File: src/hdl/assert_macros.svh
// assertion macros used by the top-level rtl file
`ifndef ASSERT_MACROS_SVH
`define ASSERT_MACROS_SVH
`ifndef NO_ASSERTIONS
// property checked on every rising clock edge outside reset
`define ASSERT_PROP(lbl, clk, rst_n, prop, msg) \
    lbl: assert property (@(posedge clk) disable iff (!(rst_n)) (prop)) else $error(msg);
// expression that must never be true outside reset
`define ASSERT_NEVER(lbl, clk, rst_n, expr, msg) \
    lbl: assert property (@(posedge clk) disable iff (!(rst_n)) !(expr)) else $error(msg);
`else
`define ASSERT_PROP(lbl, clk, rst_n, prop, msg)
`define ASSERT_NEVER(lbl, clk, rst_n, expr, msg)
`endif
`endif

File: src/hdl/fuds_pkg.sv
// types, constants and helper functions of the form-encoded splitter and decoder
package fuds_pkg;

    localparam int PAIR_INDEX_RANGE_DEF = 1024;
    localparam int PAIR_LIMIT_W         = 10;
    localparam int PAIR_INDEX_W         = 10;
    localparam logic [PAIR_LIMIT_W-1:0] PAIR_LIMIT_RST = 10'd509;

    localparam logic [7:0] CH_PLUS  = 8'h2B;
    localparam logic [7:0] CH_PCT   = 8'h25;
    localparam logic [7:0] CH_EQ    = 8'h3D;
    localparam logic [7:0] CH_AMP   = 8'h26;
    localparam logic [7:0] CH_SPACE = 8'h20;
    localparam logic [7:0] CH_0     = 8'h30;
    localparam logic [7:0] CH_9     = 8'h39;
    localparam logic [7:0] CH_UA    = 8'h41;
    localparam logic [7:0] CH_UF    = 8'h46;
    localparam logic [7:0] CH_LA    = 8'h61;
    localparam logic [7:0] CH_LF    = 8'h66;

    typedef enum logic [1:0] {
        PH_NONE  = 2'd0,
        PH_PCT   = 2'd1,
        PH_DIGIT = 2'd2
    } esc_phase_t;

    typedef struct packed {
        logic [7:0] data_byte;
        logic       has_byte;
        logic       pair_done;
    } slot_t;

    // up to three results caused by one input item
    typedef struct packed {
        logic [1:0]              cnt;
        slot_t [2:0]             slots;
        logic                    value_part;
        logic [PAIR_INDEX_W-1:0] pair_index;
    } group_t;

    function automatic logic is_hex(input logic [7:0] c);
        return ((c >= CH_0) && (c <= CH_9)) || ((c >= CH_UA) && (c <= CH_UF)) ||
               ((c >= CH_LA) && (c <= CH_LF));
    endfunction

    function automatic logic [3:0] hex_val(input logic [7:0] c);
        logic [7:0] d;
        if (c >= CH_LA) begin
            d = c - CH_LA + 8'd10;
        end else if (c >= CH_UA) begin
            d = c - CH_UA + 8'd10;
        end else begin
            d = c - CH_0;
        end
        return d[3:0];
    endfunction

endpackage

File: src/hdl/fuds_decode.sv
// single-pass decode of one registered input item into a result group and next state
module fuds_decode #(
    parameter int PAIR_INDEX_RANGE = fuds_pkg::PAIR_INDEX_RANGE_DEF
) (
    input  logic [7:0]                          in_byte,
    input  logic                                end_of_string,
    input  fuds_pkg::esc_phase_t                phase,
    input  logic [7:0]                          held,
    input  logic                                value_side,
    input  logic [$clog2(PAIR_INDEX_RANGE)-1:0] pair_count,
    input  logic [fuds_pkg::PAIR_LIMIT_W-1:0]   pair_limit,
    output fuds_pkg::esc_phase_t                phase_next,
    output logic [7:0]                          held_next,
    output logic                                value_side_next,
    output logic [$clog2(PAIR_INDEX_RANGE)-1:0] pair_count_next,
    output fuds_pkg::group_t                    grp
);

    localparam int CNT_W = $clog2(PAIR_INDEX_RANGE);
    localparam int CMP_W = (CNT_W > fuds_pkg::PAIR_LIMIT_W) ? CNT_W : fuds_pkg::PAIR_LIMIT_W;

    logic [1:0]       pre_n;
    logic             tail_en;
    logic             tail_mark;
    logic [7:0]       tail_byte;
    logic             handle;
    logic             dropped;
    logic [CMP_W-1:0] cnt_ext;
    logic [CMP_W-1:0] lim_ext;
    fuds_pkg::slot_t  tail_slot;

    assign cnt_ext = CMP_W'(pair_count);
    assign lim_ext = CMP_W'(pair_limit);
    assign dropped = (cnt_ext >= lim_ext);

    always_comb begin
        pre_n           = 2'd0;
        tail_en         = 1'b0;
        tail_mark       = 1'b0;
        tail_byte       = 8'd0;
        handle          = 1'b0;
        phase_next      = phase;
        held_next       = held;
        value_side_next = value_side;
        pair_count_next = pair_count;

        if (end_of_string) begin
            case (phase)
                fuds_pkg::PH_PCT:   pre_n = 2'd1;
                fuds_pkg::PH_DIGIT: pre_n = 2'd2;
                default:            pre_n = 2'd0;
            endcase
            tail_en         = 1'b1;
            tail_mark       = 1'b1;
            phase_next      = fuds_pkg::PH_NONE;
            held_next       = 8'd0;
            value_side_next = 1'b0;
            pair_count_next = '0;
        end else begin
            case (phase)
                fuds_pkg::PH_PCT: begin
                    if (fuds_pkg::is_hex(in_byte)) begin
                        held_next  = in_byte;
                        phase_next = fuds_pkg::PH_DIGIT;
                    end else begin
                        pre_n      = 2'd1;
                        phase_next = fuds_pkg::PH_NONE;
                        held_next  = 8'd0;
                        handle     = 1'b1;
                    end
                end
                fuds_pkg::PH_DIGIT: begin
                    if (fuds_pkg::is_hex(in_byte)) begin
                        tail_en    = 1'b1;
                        tail_byte  = {fuds_pkg::hex_val(held), fuds_pkg::hex_val(in_byte)};
                        phase_next = fuds_pkg::PH_NONE;
                        held_next  = 8'd0;
                    end else begin
                        pre_n      = 2'd2;
                        phase_next = fuds_pkg::PH_NONE;
                        held_next  = 8'd0;
                        handle     = 1'b1;
                    end
                end
                default: begin
                    phase_next = fuds_pkg::PH_NONE;
                    handle     = 1'b1;
                end
            endcase

            if (handle) begin
                if (in_byte == fuds_pkg::CH_AMP) begin
                    tail_en         = 1'b1;
                    tail_mark       = 1'b1;
                    value_side_next = 1'b0;
                    if (pair_count != CNT_W'(PAIR_INDEX_RANGE - 1)) begin
                        pair_count_next = pair_count + 1'b1;
                    end
                end else if ((in_byte == fuds_pkg::CH_EQ) && !value_side) begin
                    value_side_next = 1'b1;
                end else if (in_byte == fuds_pkg::CH_PCT) begin
                    phase_next = fuds_pkg::PH_PCT;
                    held_next  = 8'd0;
                end else if (in_byte == fuds_pkg::CH_PLUS) begin
                    tail_en   = 1'b1;
                    tail_byte = fuds_pkg::CH_SPACE;
                end else begin
                    tail_en   = 1'b1;
                    tail_byte = in_byte;
                end
            end
        end
    end

    // assemble flushed escape bytes first, then the tail result
    always_comb begin
        tail_slot.data_byte = tail_mark ? 8'd0 : tail_byte;
        tail_slot.has_byte  = !tail_mark;
        tail_slot.pair_done = tail_mark;

        grp.slots[0] = '{data_byte: fuds_pkg::CH_PCT, has_byte: 1'b1, pair_done: 1'b0};
        grp.slots[1] = '{data_byte: held, has_byte: 1'b1, pair_done: 1'b0};
        grp.slots[2] = '0;
        case (pre_n)
            2'd0:    grp.slots[0] = tail_slot;
            2'd1:    grp.slots[1] = tail_slot;
            2'd2:    grp.slots[2] = tail_slot;
            default: grp.slots[2] = tail_slot;
        endcase

        grp.cnt        = dropped ? 2'd0 : (pre_n + {1'b0, tail_en});
        grp.value_part = value_side;
        grp.pair_index = cnt_ext[fuds_pkg::PAIR_INDEX_W-1:0];
    end

endmodule

File: src/hdl/fuds_out_buf.sv
// result register holding one group and handing it out one transaction at a time
module fuds_out_buf (
    input  logic             aclk,
    input  logic             aresetn,
    input  logic             grp_load,
    input  fuds_pkg::group_t grp_in,
    output logic             grp_free,
    output logic             m_tvalid,
    input  logic             m_tready,
    output logic [23:0]      m_tdata,
    output logic [2:0]       m_tuser,
    output logic             m_tlast
);

    logic             vld_reg, vld_next;
    logic [1:0]       total_reg, total_next;
    logic [1:0]       rd_reg, rd_next;
    fuds_pkg::group_t grp_reg, grp_next;
    fuds_pkg::slot_t  cur;
    logic             is_last;
    logic             take;

    assign is_last  = (rd_reg == (total_reg - 2'd1));
    assign take     = vld_reg && m_tready;
    assign grp_free = !vld_reg || (take && is_last);

    always_comb begin
        case (rd_reg)
            2'd0:    cur = grp_reg.slots[0];
            2'd1:    cur = grp_reg.slots[1];
            2'd2:    cur = grp_reg.slots[2];
            default: cur = grp_reg.slots[0];
        endcase
    end

    always_comb begin
        vld_next   = vld_reg;
        total_next = total_reg;
        rd_next    = rd_reg;
        grp_next   = grp_reg;
        if (grp_load && grp_free) begin
            vld_next   = (grp_in.cnt != 2'd0);
            total_next = grp_in.cnt;
            rd_next    = 2'd0;
            grp_next   = grp_in;
        end else if (take) begin
            if (is_last) begin
                vld_next = 1'b0;
            end else begin
                rd_next = rd_reg + 2'd1;
            end
        end
    end

    always_ff @(posedge aclk) begin
        if (!aresetn) begin
            vld_reg   <= 1'b0;
            total_reg <= 2'd0;
            rd_reg    <= 2'd0;
        end else begin
            vld_reg   <= vld_next;
            total_reg <= total_next;
            rd_reg    <= rd_next;
        end
        grp_reg <= grp_next;
    end

    assign m_tvalid = vld_reg;
    assign m_tdata  = {6'd0, grp_reg.pair_index, cur.data_byte};
    assign m_tuser  = {cur.pair_done, cur.has_byte & grp_reg.value_part, cur.has_byte};
    assign m_tlast  = is_last;

endmodule

File: src/hdl/form_urlencoded_splitter_decoder.sv
// top level of the streaming form-encoded name/value splitter and decoder
//
// input stream: one raw byte of the encoded string per transaction in s_tdata,
// with s_tlast high on a separate terminator transaction that closes the string
// result stream: one decoded byte tagged name or value, or an end-of-pair marker,
// per transaction; m_tlast marks the final result caused by one input transaction
// config: cfg_data sets the pair limit; pairs whose index reaches it give no results
// path: an accepted input waits in the input register until the result register
// is free, then its group is loaded there and m_tvalid rises if it has results
// throughput: one input transaction per cycle while each gives at most one result
// and m_tready stays high; an item with more than one result holds the single
// result register until all are taken, as it drains one transaction per cycle
// while m_tready is high; a new input is taken while the result register still
// waits on m_tready, so one input transaction sits in the input register in a stall
// reset: escape, part and pair state clear, pair limit returns to 509, both
// channels come up empty
// receiver stall: results hold steady, then the input register fills and
// s_tready falls until the result register empties
module form_urlencoded_splitter_decoder #(
    parameter int PAIR_INDEX_RANGE = fuds_pkg::PAIR_INDEX_RANGE_DEF
) (
    input  logic        aclk,
    input  logic        aresetn,
    // input stream
    input  logic        s_tvalid,
    output logic        s_tready,
    input  logic [7:0]  s_tdata,   // [7:0] in_byte
    input  logic        s_tlast,   // end_of_string
    // result stream
    output logic        m_tvalid,
    input  logic        m_tready,
    output logic [23:0] m_tdata,   // [7:0] data_byte, [17:8] pair_index, [23:18] zero
    output logic [2:0]  m_tuser,   // [0] has_byte, [1] in_value_part, [2] pair_done
    output logic        m_tlast,   // last
    // configuration write
    input  logic        cfg_valid,
    output logic        cfg_ready,
    input  logic [9:0]  cfg_data   // pair_limit
);

`include "assert_macros.svh"

    localparam int CNT_W = $clog2(PAIR_INDEX_RANGE);

    // input register
    logic       in_vld_reg, in_vld_next;
    logic [7:0] in_byte_reg, in_byte_next;
    logic       in_eos_reg, in_eos_next;

    // parser state
    fuds_pkg::esc_phase_t phase_reg, phase_next;
    logic [7:0]           held_reg, held_next;
    logic                 vs_reg, vs_next;
    logic [CNT_W-1:0]     cnt_reg, cnt_next;
    logic [fuds_pkg::PAIR_LIMIT_W-1:0] limit_reg, limit_next;

    fuds_pkg::group_t grp;
    logic             grp_free;
    logic             adv;
    logic             s_take;

    // decoded item moves on whenever the result register can take its group
    assign adv      = in_vld_reg && grp_free;
    assign s_tready = !in_vld_reg || grp_free;
    assign s_take   = s_tvalid && s_tready;
    assign cfg_ready = 1'b1;

    always_comb begin
        in_vld_next  = in_vld_reg;
        in_byte_next = in_byte_reg;
        in_eos_next  = in_eos_reg;
        if (s_take) begin
            in_vld_next  = 1'b1;
            in_byte_next = s_tdata;
            in_eos_next  = s_tlast;
        end else if (adv) begin
            in_vld_next = 1'b0;
        end
        limit_next = cfg_valid ? cfg_data : limit_reg;
    end

    fuds_decode #(
        .PAIR_INDEX_RANGE(PAIR_INDEX_RANGE)
    ) u_decode (
        .in_byte         (in_byte_reg),
        .end_of_string   (in_eos_reg),
        .phase           (phase_reg),
        .held            (held_reg),
        .value_side      (vs_reg),
        .pair_count      (cnt_reg),
        .pair_limit      (limit_reg),
        .phase_next      (phase_next),
        .held_next       (held_next),
        .value_side_next (vs_next),
        .pair_count_next (cnt_next),
        .grp             (grp)
    );

    always_ff @(posedge aclk) begin
        if (!aresetn) begin
            in_vld_reg <= 1'b0;
            phase_reg  <= fuds_pkg::PH_NONE;
            held_reg   <= 8'd0;
            vs_reg     <= 1'b0;
            cnt_reg    <= '0;
            limit_reg  <= fuds_pkg::PAIR_LIMIT_RST;
        end else begin
            in_vld_reg <= in_vld_next;
            limit_reg  <= limit_next;
            if (adv) begin
                phase_reg <= phase_next;
                held_reg  <= held_next;
                vs_reg    <= vs_next;
                cnt_reg   <= cnt_next;
            end
        end
        in_byte_reg <= in_byte_next;
        in_eos_reg  <= in_eos_next;
    end

    fuds_out_buf u_out_buf (
        .aclk     (aclk),
        .aresetn  (aresetn),
        .grp_load (adv),
        .grp_in   (grp),
        .grp_free (grp_free),
        .m_tvalid (m_tvalid),
        .m_tready (m_tready),
        .m_tdata  (m_tdata),
        .m_tuser  (m_tuser),
        .m_tlast  (m_tlast)
    );

    // an end-of-pair marker carries no byte and closes its group
    `ASSERT_PROP(a_marker_empty, aclk, aresetn, (m_tvalid && m_tuser[2]) |-> (!m_tuser[0] && !m_tuser[1] && (m_tdata[7:0] == 8'd0)), "marker carries byte data")
    `ASSERT_PROP(a_marker_last, aclk, aresetn, (m_tvalid && m_tuser[2]) |-> m_tlast, "marker not last of its group")
    // the held digit is only live while waiting for the second digit
    `ASSERT_PROP(a_held_clear, aclk, aresetn, (phase_reg != fuds_pkg::PH_DIGIT) |-> (held_reg == 8'd0), "held digit outside digit phase")

endmodule
File: config.mk
export PLATFORM = sky130hd
export DESIGN_NAME = form_urlencoded_splitter_decoder
export DESIGN_NICKNAME = d
export VERILOG_FILES = /design/src/hdl/fuds_pkg.sv /design/src/hdl/fuds_decode.sv /design/src/hdl/fuds_out_buf.sv /design/src/hdl/form_urlencoded_splitter_decoder.sv
export VERILOG_INCLUDE_DIRS = /design/src /design/src/hdl
export SDC_FILE = /design/constraint.sdc
export NUM_CORES = 1
export LEC_CHECK = 0
export BUFFER_PORTS_ARGS = -buffer_cell sky130_fd_sc_hd__buf_4
export CORE_AREA = 2 2 99 101
export DETAILED_ROUTE_END_ITERATION = 10
export DIE_AREA = 0 0 101 103
export PLACE_DENSITY = 0.76
export SLEW_MARGIN = 20
export SYNTH_ARGS = -nofsm -noshare
export SYNTH_HDL_FRONTEND = slang
export SYNTH_SLANG_ARGS = --single-unit
File: constraint.sdc
create_clock -name aclk -period 3.15 [get_ports aclk]
set_clock_uncertainty 0.15 [all_clocks]
set_input_delay 0 -clock aclk [delete_from_list [all_inputs] [get_ports aclk]]
set_output_delay 0 -clock aclk [all_outputs]
set_load 0.01 [all_outputs]
Word-level counts from Yosys, hierarchy flattened
Cells that the tools add are included.
{ "totals": {"reg_bits": 87, "out_inout_bits": 31, "elab_cells": 153, "in_bits": 24} }
{ "classes": {"order_cmp": 9, "bitwise_logic": 3, "eq_ne": 11, "n_reduce_logical": 33, "n_addsub": 14, "muxes": 61} }
{ "ops": {"columns": ["operator", "count"], "rows": [
  ["$mux 8", 15],
  ["$mux 10", 5],
  ["$eq 8x6->1 const B", 4],
  ["$ge 8x7->1 const B", 4],
  ["$sub 4x1->4 const B", 6],
  ["$mux 1", 23],
  ["$mux 2", 10],
  ["$pmux 10 s2", 1],
  ["$add 4x4->4 const B", 4],
  ["$le 8x7->1 const B", 2],
  ["$mux 4", 4],
  ["$pmux 8 s2", 1],
  ["$reduce_bool 2->1", 7],
  ["$add 10x1->10 const B", 1],
  ["$ge 10x10->1", 1],
  ["$ne 10x10->1 const B", 1],
  ["$logic_and 1x1->1", 9],
  ["$ge 8x6->1 const B", 1],
  ["$le 8x6->1 const B", 1],
  ["$pmux 2 s2", 2],
  ["$eq 2x1->1 const B", 3],
  ["$reduce_or 2->1", 3],
  ["$eq 2x2->1 const B", 2],
  ["$logic_not 1->1", 4],
  ["other kinds (12)", 17]
]} }

Depth between registers and ports, before layout
{ "depth": {"word_depth": 15, "mapped_depth": 12, "ltp_nobuf": 11} }

By module
From an unflattened synthesis, not the netlist that was laid out.
{ "unflattened": {"hier_cells": 533, "hier_area_um2": 5076.1} }
{ "modules_own_cells": {"columns": ["module", "cells_per_inst", "seq_area_each_um2", "n_inst", "area_each_um2"], "rows": [
  ["fuds_out_buf", 130, 1331.3, 1, 1859.3],
  ["fuds_decode", 259, 0.0, 1, 1720.4],
  ["form_urlencoded_splitter_decoder", 144, 910.9, 1, 1496.4]
]} }

Worst setup path after synthesis
No wires, ideal clock.
{ "synth_path": {"path_type": "register to register", "from": "register in_byte_reg[0]", "to": "register u_out_buf.vld_reg, in the netlist u_out_buf.m_tvalid", "stages_incl_launch_ff": 11, "setup_time_ps": 132, "arrival_time_ps": 2828, "synth_period_minus_slack_ps": 3110, "n_path_buf": 1, "slack_ps": 40, "required_time_ps": 2868, "path_cell_list": "edfxtp_1 inv_1 ha_1 or3b_1 buf_2 o311ai_0 o22ai_1 or3_1 ha_1 nor4b_1 a211oi_2"} }
{ "synth_between": {"elab_chain_cells": 15, "elab_cells_between_ends": 33, "classes_between": "add/sub (1); order compare (6); eq/ne (3); mux (16); reduce/logical (7)"} }
{ "synth_rtl": {"columns": ["element", "line_no", "source"], "rows": [
  ["from (decl)", "form_urlencoded_splitter_decoder.sv:47", "logic [7:0] in_byte_reg, in_byte_next;"],
  ["from (signal assigned)", "form_urlencoded_splitter_decoder.sv:117", "in_byte_reg <= in_byte_next;"],
  ["$ge 8x6->1 (tied with other cells)", "fuds_pkg.sv:42", "return ((c >= CH_0) && (c <= CH_9)) || ((c >= CH_UA) && (c <= CH_UF)) ||"],
  ["$logic_and 1x1->1", "fuds_pkg.sv:42", null],
  ["$logic_or 1x1->1 (2 in series)", "fuds_pkg.sv:42", null],
  ["$mux 1", "fuds_decode.sv:73", "if (fuds_pkg::is_hex(in_byte)) begin"],
  ["$mux 1", "fuds_decode.sv:60", "case (phase)"],
  ["$mux 1", "fuds_decode.sv:101", "end else if (in_byte == fuds_pkg::CH_PCT) begin"],
  ["$mux 1", "fuds_decode.sv:99", "end else if ((in_byte == fuds_pkg::CH_EQ) && !value_side) begin"],
  ["$mux 1", "fuds_decode.sv:92", "if (in_byte == fuds_pkg::CH_AMP) begin"],
  ["$mux 1", "fuds_decode.sv:91", "if (handle) begin"],
  ["$mux 1", "fuds_decode.sv:47", "if (end_of_string) begin"],
  ["$add 2x1->2 (*)", "fuds_decode.sv:131", "grp.cnt = dropped ? 2'd0 : (pre_n + {1'b0, tail_en});"],
  ["$mux 2 (*)", "fuds_decode.sv:131", null],
  ["$reduce_bool 2->1 (*)", "fuds_out_buf.sv:42", "vld_next = (grp_in.cnt != 2'd0);"],
  ["$mux 1 (*)", "fuds_out_buf.sv:41", "if (grp_load && grp_free) begin"],
  ["to (signal assigned)", "fuds_out_buf.sv:61", "vld_reg <= vld_next;"],
  ["to (decl)", "fuds_out_buf.sv:15", "logic vld_reg, vld_next;"]
]} }
Mark *: on every way between the ends. The rest lies on a longest branch, timed or not. The select of a mux whose other input is x is not followed.
A chain may end at the register's enable or synchronous reset.

Worst setup path after layout
Ends and elaborated chain as after synthesis.

==> flow_summary.toml <==
[clock_network]
h-tree-depth = 3
cts_root_buffer = "clkbuf_8"
cts.sinks = 87
numCtsBuffers = 9
clock_path_buffers = 2
cts_tree = "built"
path_clk_slew_ns = 0.10
insertion_delay_ns = 0.38

[global_route]
grt-ovfl-total = 0
grt_pass1_wl_um = 18000
grt_pass1_vias = 3691
antenna_found_initial = 0
grt_usage_pct = 22.2
grt_max_degree = 32

[yosys]
synth_fa_ha_area_share_pct = 6.27
yosys-mux-area-fraction_pct = 2.64
yosysUniqueCellTypes = 70
synth_compound_area_share_pct = 17.2
netlist_area_um2 = 4790
synth-main-ff-cell = "edfxtp_1"
synth_edf_count = 50
synth_xor_area_share_pct = 1.46
synthCells = 473
synth_area_leaders = "edfxtp_1, dfxtp_1, ha_1"
synth.top_cell.area_share_pct = 31.4
synth-seq-cells = 87
yosys.area_share.simple_pct = 18.3
synth_common_cells = "edfxtp_1, nand2_1, dfxtp_1, inv_1, ha_1"
async_flop_share_pct = 0
ys.warnings.count = 0
ys_seq_area_share_pct = 46.8
avgSynthCellArea_um2 = 10.1
yosysTopAreaCell = "edfxtp_1"
synth_top_family_by_area = "simple AND/OR/NAND/NOR gates"
yosysMostFrequentCell = "edfxtp_1"

[floorplanning]
num_io_pins = 55
die_y_um = 103
design.core.area_um2 = 9460
row_count = 36
die_area_um2 = 10400
start_util_pct = 50.6
fp.dieW_um = 101

[routing]
vias = 3900
drtPass1Iterations = 5
post_drt_wl_per_cell_um = 16.2
drc_errors = 0
vias_per_cell = 5.74
wl_um = 11000
detailedRoute.firstIterationViolations = 247
final_antenna_net_count = 0

[critical_path]
setup.worst_path.start_class = "flip-flop"
cp.required_ns = 3.25
critical_path_arrival_ns = 3.16
critical_path_class = "flip-flop to flip-flop"
critPathMaxFanout = 3
crit_path_end_kind = "flip-flop"

[sta]
whs_ns = 0.177
period_needed_ns = 3.06
period_share_pct = 97.1
drv_slew = 0
tightest_slew_ns = 0.604
max_freq_mhz = 327
relSlewSlack_pct = 59.6
fin_tns_setup_ns = 0
final-hold-violation-count = 0
setup_violations = 0
fin_ws_ns = 0.0921
rsz0062_at_grt = "true"

[final_layout]
final_nets = 609
final_area_um2 = 5880
final_layout_size_suffix_gt1_share_pct = 18.0
nFillCells = 787
antenna_cells = 0
largest_reg_flops = 31
syn2layout_area_growth_pct = 22.7

[power]
p_leak_nw = 2.29
power_density_nw_per_um2 = 408
peakVddDrop_mv = 0.255

[place]
finalWeightedCongestion = 0.912
placed_area_um2 = 5220
port_buffers = 47
dp_slack_ns = 0.0552
detailed_place_hpwl_um = 7610

[outcome]
status = "finished, final reports clean"

[run]
maxCapViolCount = 0

[worst_hold_path]
worst_hold_path_type = "primary input to flip-flop"
worst paths after layout:
check,endpoint,depth (start not counted),slack [ns],startpoint
worst max-delay path,u_out_buf.m_tvalid,12,0.09,in_byte_reg[0]
worst min-delay path,in_eos_reg,2,0.18,s_tlast
worst min register to register,u_out_buf.total_reg[1],2,0.37,u_out_buf.total_reg[1]
worst max register to register,u_out_buf.m_tvalid,12,0.09,in_byte_reg[0]
metrics by stage:
| step | util, % | instances | total power, mW |
|---|---|---|---|
| 6_report | 62.1 | 680 | 2.40 |
| 5_1_grt | 62.1 | 680 | 2.49 |
| 4_1_cts | 61.8 | 679 | 2.40 |
| 3_5_place_dp | 55.2 | 620 | 1.58 |
| 3_3_place_gp | 55.2 | 620 | 1.57 |
| 2_1_floorplan | - | 478 | 1.48 |
worst max-delay path, cell delays in order, from the launching register on:
cell	delay, ns
edfxtp_1	0.42
inv_1	0.10
ha_1	0.17
or3b_1	0.41
buf_4	0.17
o311a_4	0.34
a22oi_2	0.21
nor2_1	0.06
a21oi_1	0.11
or3_1	0.13
ha_1	0.26
nor3_1	0.28
a211oi_2	0.12
per-layer routing:
metal  vias to the layer above  GRT usage, %  part of all wire [%]
met1                      1844          30.0                    46
met4                         0          9.67                   2.3
met3                        26          3.86                   5.1
met2                       146          35.3                    47
li1                       1884             -                     -
met5                         -             0                     0
cell type report:
| class | instances | area (µm²) | area share (%) |
|---|---|---|---|
| Sequential cell | 87 | 2240 | 38.2 |
| Inverter | 32 | 120 | 2.04 |
| Clock buffer | 10 | 128 | 2.17 |
| Multi-Input combinational cell | 321 | 2240 | 38.2 |
| Tap cell | 114 | 143 | 2.43 |
| Timing Repair Buffer | 110 | 933 | 15.9 |
| Clock inverter | 6 | 67.6 | 1.15 |
cells by family (layout without fill, tap and decap cells):
| family | count (synthesis) | count (layout) |
|---|---|---|
| DFF | 87 | 87 |
| muxes | 12 | 12 |
| AOI/OAI and AO/OA | 113 | 113 |
| buffers and inverters | 70 | 158 |
| and+or+nand+nor | 157 | 157 |
| adders and majority gates | 24 | 24 |
| xor gates and xnor gates | 8 | 8 |
| other | 2 | 7 |
power by group:
part / total [mW] / leakage (nW) / internal, mW / switching, mW
combinational: 0.322 / 1.43 / 0.155 / 0.168
sequential: 1.28 / 0.773 / 1.25 / 0.0302
clock: 0.792 / 0.0933 / 0.371 / 0.421
placed cells by master (no fill, tap or decap), types with 6 or more instances in the layout:
cell and count:
buf_4 67, edfxtp_1 50, dlygate4sd3_1 43, nand2_1 42, dfxtp_1 37, inv_1 32, ha_1 24, o21ai_0 21
nor2_1 20, nand3_1 18, nor2b_1 18, and2_1 16, a21oi_1 15, a22oi_1 13, o211ai_1 9, clkbuf_8 9
mux2i_1 7, conb_1 7, o22ai_1 6, nand4_1 6
what timing repair did:
item,4_1_cts,5_1_grt
endpoints found under the hold margin,33,0
hold buffers,43,0
gates resized for setup,0,4
endpoints found under the setup margin,0,1
setup buffers,0,1
(Power assumes the default switching activity.)
